### config.mk
export PLATFORM = sky130hd
export DESIGN_NAME = zip_end_record_locator_flat
export DESIGN_NICKNAME = d
export VERILOG_FILES = /design/src/rtl/core/zel_pkg.sv /design/src/rtl/core/zel_in_if.sv /design/src/rtl/core/zel_out_if.sv /design/src/rtl/core/zel_scan.sv /design/src/rtl/core/zel_out_stage.sv /design/src/rtl/core/zip_end_record_locator.sv /design/src/flat_wrapper.sv
export SDC_FILE = /design/constraint.sdc
export NUM_CORES = 1
export LEC_CHECK = 0
export BUFFER_PORTS_ARGS = -buffer_cell sky130_fd_sc_hd__buf_2
export CAP_MARGIN = 20
export CORE_ASPECT_RATIO = 2
export CORE_MARGIN = 2
export CORE_UTILIZATION = 30
export DETAILED_ROUTE_END_ITERATION = 10
export PLACE_DENSITY = 0.5
export SYNTH_ARGS = -nofsm -noshare
export SYNTH_HDL_FRONTEND = slang
export SYNTH_HIERARCHICAL = 1
export SYNTH_SLANG_ARGS = --single-unit
### constraint.sdc
create_clock -name clk -period 12 [get_ports clk]
set_input_delay 1.2 -clock clk [delete_from_list [all_inputs] [get_ports clk]]
set_output_delay 1.2 -clock clk [all_outputs]
set_load 0.05 [all_outputs]
### src/rtl/core/zel_pkg.sv
// Package for the zip end record locator.
// Holds record layout constants, scan limits and the result type.
// No dependencies.
package zel_pkg;

    // Record layout
    localparam int unsigned HdrBytes   = 22;
    localparam logic [31:0] EndSig     = 32'h0605_4b50;

    // Distance counter
    localparam int unsigned DistW      = 17;
    localparam logic [DistW-1:0] DistMax = {DistW{1'b1}};

    // Scan gives up at this distance
    localparam logic [DistW-1:0] MaxScanBytes = 17'd65557;

    typedef logic [7:0] byte_t;

    typedef struct packed {
        logic        found;
        logic [15:0] entry_count;
        logic [31:0] directory_offset;
        logic [31:0] directory_size;
    } zel_result_t;

endpackage

### src/rtl/core/zel_in_if.sv
// Input channel: one file byte per item, last byte of the file first.
// Depends on zel_pkg.
interface zel_in_if;
    import zel_pkg::*;

    logic  valid;
    logic  ready;
    byte_t data_byte;
    logic  final_byte;

    modport source (output valid, output data_byte, output final_byte, input ready);
    modport sink   (input valid, input data_byte, input final_byte, output ready);
endinterface

### src/rtl/core/zel_out_if.sv
// Result channel: located end record or a not-found answer.
// No dependencies.
interface zel_out_if;
    logic        valid;
    logic        ready;
    logic        found;
    logic [15:0] entry_count;
    logic [31:0] directory_offset;
    logic [31:0] directory_size;

    modport source (output valid, output found, output entry_count,
                    output directory_offset, output directory_size, input ready);
    modport sink   (input valid, input found, input entry_count,
                    input directory_offset, input directory_size, output ready);
endinterface

### src/rtl/core/zel_scan.sv
// Byte window, distance counter and end record check.
// Depends on zel_pkg.
module zel_scan
    import zel_pkg::*;
(
    input  logic        clk,
    input  logic        rst_n,
    input  logic        accept,
    input  byte_t       data_byte,
    input  logic        final_byte,
    output logic        res_valid,
    output zel_result_t res
);

    byte_t            window_reg [HdrBytes];
    byte_t            window_next [HdrBytes];
    logic [DistW-1:0] dist_reg;
    logic [DistW-1:0] dist_next;
    logic             done_reg;
    logic             done_next;

    logic [31:0] sig;
    logic [15:0] disk_a;
    logic [15:0] disk_b;
    logic [15:0] cnt_a;
    logic [15:0] cnt_b;
    logic [31:0] dir_size;
    logic [31:0] dir_offset;
    logic [15:0] comment_len;
    logic        fits;
    logic        ok;
    logic        limit_hit;

    // Window after shifting in the new byte (position 0 is the newest)
    always_comb
    begin
        window_next[0] = data_byte;
        for (int i = 1; i < HdrBytes; i++)
        begin
            window_next[i] = window_reg[i-1];
        end
    end

    // Saturating distance from the end of the file
    assign dist_next = (dist_reg == DistMax) ? dist_reg : dist_reg + 1'b1;

    // Little-endian record fields
    assign sig         = {window_next[3], window_next[2], window_next[1], window_next[0]};
    assign disk_a      = {window_next[5], window_next[4]};
    assign disk_b      = {window_next[7], window_next[6]};
    assign cnt_a       = {window_next[9], window_next[8]};
    assign cnt_b       = {window_next[11], window_next[10]};
    assign dir_size    = {window_next[15], window_next[14], window_next[13], window_next[12]};
    assign dir_offset  = {window_next[19], window_next[18], window_next[17], window_next[16]};
    assign comment_len = {window_next[21], window_next[20]};

    // Record plus comment must fit between this byte and the end
    assign fits = {1'b0, dist_next} >= ((DistW+1)'(comment_len) + (DistW+1)'(HdrBytes));

    assign ok = fits && (sig == EndSig) && (disk_a == 16'd0) && (disk_b == 16'd0)
             && (cnt_a == cnt_b) && (dir_size != 32'd0);

    assign limit_hit = (dist_next == MaxScanBytes);

    // Result for this byte
    always_comb
    begin
        res_valid = accept && !done_reg && (ok || final_byte || limit_hit);
        if (ok)
        begin
            res.found            = 1'b1;
            res.entry_count      = cnt_b;
            res.directory_offset = dir_offset;
            res.directory_size   = dir_size;
        end
        else
        begin
            res = '0;
        end
    end

    assign done_next = ok || limit_hit;

    // Control state; a final byte starts a fresh scan
    always_ff @(posedge clk or negedge rst_n)
    begin
        if (!rst_n)
        begin
            dist_reg <= '0;
            done_reg <= 1'b0;
        end
        else if (accept)
        begin
            if (final_byte)
            begin
                dist_reg <= '0;
                done_reg <= 1'b0;
            end
            else if (!done_reg)
            begin
                dist_reg <= dist_next;
                done_reg <= done_next;
            end
        end
    end

    // Window bytes; stale bytes are masked by the distance check
    always_ff @(posedge clk)
    begin
        if (accept && !done_reg)
        begin
            for (int i = 0; i < HdrBytes; i++)
            begin
                window_reg[i] <= window_next[i];
            end
        end
    end

    a_found_needs_full_record: assert property (@(posedge clk) disable iff (!rst_n)
        (res_valid && res.found) |-> (dist_next >= DistW'(HdrBytes)))
        else $error("record found with fewer than a header of bytes");

    a_no_result_after_answer: assert property (@(posedge clk) disable iff (!rst_n)
        done_reg |-> !res_valid)
        else $error("second result in one scan");

    a_final_restarts: assert property (@(posedge clk) disable iff (!rst_n)
        (accept && final_byte) |=> (dist_reg == '0 && !done_reg))
        else $error("scan state not cleared after final byte");

endmodule

### src/rtl/core/zel_out_stage.sv
// Result register between the scan logic and the result channel.
// Depends on zel_pkg and zel_out_if.
module zel_out_stage
    import zel_pkg::*;
(
    input  logic        clk,
    input  logic        rst_n,
    input  logic        res_valid,
    input  zel_result_t res,
    output logic        can_load,
    zel_out_if.source   result_out
);

    logic        valid_reg;
    zel_result_t res_reg;

    // Room when empty or when the held item leaves this cycle
    assign can_load = !valid_reg || result_out.ready;

    always_ff @(posedge clk or negedge rst_n)
    begin
        if (!rst_n)
        begin
            valid_reg <= 1'b0;
        end
        else if (can_load)
        begin
            valid_reg <= res_valid;
        end
    end

    always_ff @(posedge clk)
    begin
        if (can_load && res_valid)
        begin
            res_reg <= res;
        end
    end

    assign result_out.valid            = valid_reg;
    assign result_out.found            = res_reg.found;
    assign result_out.entry_count      = res_reg.entry_count;
    assign result_out.directory_offset = res_reg.directory_offset;
    assign result_out.directory_size   = res_reg.directory_size;

endmodule

### src/rtl/core/zip_end_record_locator.sv
// Zip end record locator, top level.
// Depends on zel_pkg, zel_in_if, zel_out_if, zel_scan and zel_out_stage.
//
//   channel      dir   payload
//   item_in      in    data_byte[8], final_byte
//   result_out   out   found, entry_count[16], directory_offset[32], directory_size[32]
//
// One byte per cycle unless item_in stalls; the check on a byte is registered.
// A scan gives at most one result, at the byte that completes a valid record,
// at the final byte, or at the scan limit.
// Reset clears the distance counter, the answered flag and the result valid flag.
// item_in stalls only while a result waits in the output register and is not taken.
module zip_end_record_locator
    import zel_pkg::*;
(
    input  logic      clk,
    input  logic      rst_n,
    zel_in_if.sink    item_in,
    zel_out_if.source result_out
);

    logic        can_load;
    logic        accept;
    logic        res_valid;
    zel_result_t res;

    assign item_in.ready = can_load;
    assign accept        = item_in.valid && can_load;

    zel_scan u_scan (
        .clk        (clk),
        .rst_n      (rst_n),
        .accept     (accept),
        .data_byte  (item_in.data_byte),
        .final_byte (item_in.final_byte),
        .res_valid  (res_valid),
        .res        (res)
    );

    zel_out_stage u_out (
        .clk        (clk),
        .rst_n      (rst_n),
        .res_valid  (res_valid),
        .res        (res),
        .can_load   (can_load),
        .result_out (result_out)
    );

endmodule

### src/flat_wrapper.sv
// flat-port wrapper written by rule: the top's interface ports become plain ports
module zip_end_record_locator_flat import zel_pkg::*;
  (clk, rst_n, item_in_valid, item_in_data_byte, item_in_final_byte, item_in_ready, result_out_valid, result_out_found, result_out_entry_count, result_out_directory_offset, result_out_directory_size, result_out_ready);
  zel_in_if item_in_i ();
  zel_out_if result_out_i ();
  input  logic clk;
  input  logic rst_n;
  input wire logic [$bits(item_in_i.valid)-1:0] item_in_valid;
  input wire logic [$bits(item_in_i.data_byte)-1:0] item_in_data_byte;
  input wire logic [$bits(item_in_i.final_byte)-1:0] item_in_final_byte;
  output wire logic [$bits(item_in_i.ready)-1:0] item_in_ready;
  output wire logic [$bits(result_out_i.valid)-1:0] result_out_valid;
  output wire logic [$bits(result_out_i.found)-1:0] result_out_found;
  output wire logic [$bits(result_out_i.entry_count)-1:0] result_out_entry_count;
  output wire logic [$bits(result_out_i.directory_offset)-1:0] result_out_directory_offset;
  output wire logic [$bits(result_out_i.directory_size)-1:0] result_out_directory_size;
  input wire logic [$bits(result_out_i.ready)-1:0] result_out_ready;
  assign item_in_i.valid = item_in_valid;
  assign item_in_i.data_byte = item_in_data_byte;
  assign item_in_i.final_byte = item_in_final_byte;
  assign item_in_ready = item_in_i.ready;
  assign result_out_valid = result_out_i.valid;
  assign result_out_found = result_out_i.found;
  assign result_out_entry_count = result_out_i.entry_count;
  assign result_out_directory_offset = result_out_i.directory_offset;
  assign result_out_directory_size = result_out_i.directory_size;
  assign result_out_i.ready = result_out_ready;
  zip_end_record_locator u_core (.clk(clk), .rst_n(rst_n), .item_in(item_in_i), .result_out(result_out_i));
endmodule
==> results by group <==
STA
  – Skew final: 0.0227 ns
  – Slew @ Worst Pin: 1.04 ns
  – Slew headroom: 0.306
  – Min Tclk post-route: 5.59 ns
  – Hold Fails Final Rpt: 0
  – Final worst slack: 6.41 ns
  – Setup violations, final: 0
  – Setup TNS: 0 ns
  – Fmax: 0.179 GHz
  – Final Cycle Share: 0.466
  – Slew Limit Fails: 0
  – Unrepaired setup endpoints after global routing: false
  – Final hold slack: 0.440 ns

Global routing
  – Total GRT Usage: 0.128
  – Met1 Track Usage GR: 0.126
  – Initial antenna violation count: 0
  – Global Route met3 Usage: 0.0203
  – Grt peak-use layer: met2
  – First-pass GRT wire length: 34700 um
  – Vias in the first global route: 6018
  – Overflow after GRT: 0
  – M2 GR Usage: 0.257
  – Largest net degree at the start of global routing: 91

Worst hold path
  – Hold path depth: 0
  – Min-delay worst type: flip-flop to flip-flop

Placed design
  – Post-DP HPWL: 16700 um
  – DP Worst Slack: 6.27 ns
  – Placed insts: 1170
  – DP Area: 0.0115 sq mm
  – RePlAce Congestion: 0.875
  – PortBufs: 95

Clock tree
  – Reg clk slew, reported paths: 0.06 ns
  – Cts repair resizes: 0
  – Insertion delay to the later sink of the worst-skew pair: 0.54 ns
  – TritonCTS Buffers: 26
  – Setup bufs post-CTS: 0
  – Total clock sinks: 268
  – CTS Buffer Depth: 3
  – CTS Root Buffer Type: clkbuf_16
  – Hold Buf Count CTS: 0
  – TritonCTS clock tree: done
  – H-Tree Depth: 1

Setup path
  – Slowest cell on the critical path: or4_4
  – CP max FO: 83
  – Crit path kind: flip-flop to flip-flop
  – Crit. End Element: flip-flop
  – Bufs and invs on worst path: 2
  – Depth of the most critical reg-to-reg path: 16
  – Worst path max stage delay: 0.68 ns
  – WP depth: 16
  – Worst Path Required: 12.21 ns
  – Top cell by count, worst path: ha_1
  – Worst Path Arrival: 5.80 ns
  – Critical Path, Cell by Cell: ha_1 -> nand4_2 -> or4_4 -> and2_1 -> xor2_1 -> ha_1 -> o21ai_1 -> a21oi_1 -> o31ai_1 -> a2111oi_0 -> nor2_1 -> nor4b_2 -> buf_4 -> o31a_1 -> and2_4 -> buf_12
  – Critical Path Start Type: flip-flop
  – Cell family contributing the most delay on the critical path: simple AND/OR/NAND/NOR gates

Cells and area
  – Area Growth Syn to Fin: 17.6%
  – Layout cells sized above 1: 0.197
  – Final instance area: 0.0124 sq mm
  – # diodes: 0
  – Nets: 787
  – Fin cells: 1220
  – Max reg flops: 168
  – Final Util: 0.355

Detailed routing
  – DR pass1 iterations: 6
  – Post-route ant nets: 0
  – Initial detailed-routing violation count: 298
  – Via density: 4.75
  – Wire per inst: 19.5 um
  – Vias: 5798
  – Post-Route WL: 23800 um
  – # DRC: 0

Synth
  – Post-synth ARST share: 0.0709
  – Primary FF master, synth: edfxtp_1
  – Unique cell type count in the Yosys netlist: 47
  – Syn_nets: 683
  – Most frequent cells after synthesis: edfxtp_1, and2_1, nand4_1, xnor2_1, nor2_1
  – Count leader, synth: edfxtp_1
  – Yosys reg bits: 268
  – Number of flops mapped to enable cells by yosys: 249
  – Largest cells by area after synthesis: edfxtp_1, and2_1, dfrtp_1, ha_1, xnor2_1
  – Top cell type's share of synthesized area: 0.710
  – Post-Syn Instances: 651
  – Avg Inst Size Synth: 16.2 sq um
  – Post-synth top area cell: edfxtp_1
  – Seq/Total Area, Yosys: 0.755
  – Mapped Area: 0.0105 sq mm
  – Ys Warns: 6

Power and ir drop
  – Peak supply drop: 99.6 uV
  – Total Power: 2.09 mW
  – P per Cell Area: 169 mW/mm^2
  – Static Leak: 4.35 nW

Floorplan
  – Row count: 97
  – DIE WIDTH: 136 um
  – Core area: 0.0348 sq mm
  – Die area: 0.0367 sq mm
  – I/O pins: 96
  – Initial Utilization: 0.302
  – DIE HEIGHT: 269 um

Job
  – # Max-Cap Violations: 0

Status
  – Outcome: finished clean
[metal layers]
metal / wire length, um / up-vias
li1: - / 2689
met1: 8310 / 2904
met2: 13700 / 158
met3: 997 / 47
met4: 812 / 0
met5: 0 / -
[worst paths after layout]
| check | start | slack [ns] | endpoint |
|---|---|---|---|
| setup / recovery | u_core/u_scan/dist_reg[0]$_DFFE_PN0P_ | 6.41 | u_core/u_out/result_out.directory_size[8]$_DFFE_PP_ |
| hold / removal | u_core/u_scan/window_reg[1][56]$_DFFE_PP_ | 0.44 | u_core/u_scan/window_reg[2][0]$_DFFE_PP_ |
| setup reg to reg | u_core/u_scan/dist_reg[0]$_DFFE_PN0P_ | 6.41 | u_core/u_out/result_out.directory_size[8]$_DFFE_PP_ |
| hold reg to reg | u_core/u_scan/window_reg[1][56]$_DFFE_PP_ | 0.44 | u_core/u_scan/window_reg[2][0]$_DFFE_PP_ |
| max in group asynchronous | rst_n | 11.03 | u_core/u_scan/dist_reg[8]$_DFFE_PN0P_ |
| min in group asynchronous | rst_n | 0.62 | u_core/u_scan/dist_reg[10]$_DFFE_PN0P_ |
[power breakdown]
group / total, mW / internal, mW / leakage [nW] / switching (mW)
logic: 0.145 / 0.0377 / 1.34 / 0.107
registers: 1.13 / 1.09 / 2.60 / 0.0380
clock network: 0.819 / 0.477 / 0.416 / 0.342
total: 2.09 / 1.60 / 4.35 / 0.487
[cells by family after synthesis]
group	after synthesis	share of synthesized area
DFF	268	0.755
and+or+nand+nor	225	0.129
AOI/OAI and AO/OA	63	0.0406
xor gates and xnor gates	40	0.0333
buffers and inverters	33	0.0156
adders and majority gates	19	0.0226
muxes	3	0.00321
[placed cells by master (no fill, tap or decap), types with 3 or more instances in the layout]
| cell type | netlist | routed |
|---|---|---|
| a211oi_1 | 3 | 3 |
| a21o_1 | 7 | 7 |
| a21oi_1 | 10 | 10 |
| a22o_1 | 8 | 8 |
| a31oi_1 | 4 | 4 |
| and2_1 | 84 | 84 |
| and3_1 | 5 | 5 |
| and4_1 | 5 | 5 |
| buf_2 | 17 | 95 |
| buf_4 | 3 | 5 |
| bufinv_16 | 0 | 3 |
| clkbuf_1 | 5 | 4 |
| clkbuf_16 | 0 | 27 |
| clkinv_1 | 0 | 5 |
| clkinv_2 | 0 | 4 |
| clkinv_4 | 0 | 3 |
| dfrtp_1 | 19 | 19 |
| edfxtp_1 | 249 | 249 |
| ha_1 | 19 | 19 |
| inv_1 | 7 | 7 |
| mux2_2 | 3 | 3 |
| nand2_1 | 20 | 20 |
| nand2b_1 | 6 | 6 |
| nand3_1 | 11 | 11 |
| nand4_1 | 26 | 26 |
| nor2_1 | 23 | 23 |
| nor2b_1 | 4 | 3 |
| nor4_1 | 20 | 20 |
| nor4b_1 | 5 | 4 |
| nor4bb_1 | 3 | 3 |
| o21ai_0 | 13 | 13 |
| o21ai_1 | 4 | 4 |
| o31ai_1 | 5 | 5 |
| or4_1 | 3 | 3 |
| xnor2_1 | 26 | 26 |
| xor2_1 | 14 | 14 |
[final cells by class]
type	count	area [sq um]
clock buffer	31	691
clock inverter	17	170
fill	3313	22500
inverter	7	26.3
multi-input combinational	350	2420
sequential	268	7950
tap	445	557
timing repair buffer	102	561
(Power assumes the default switching activity.)
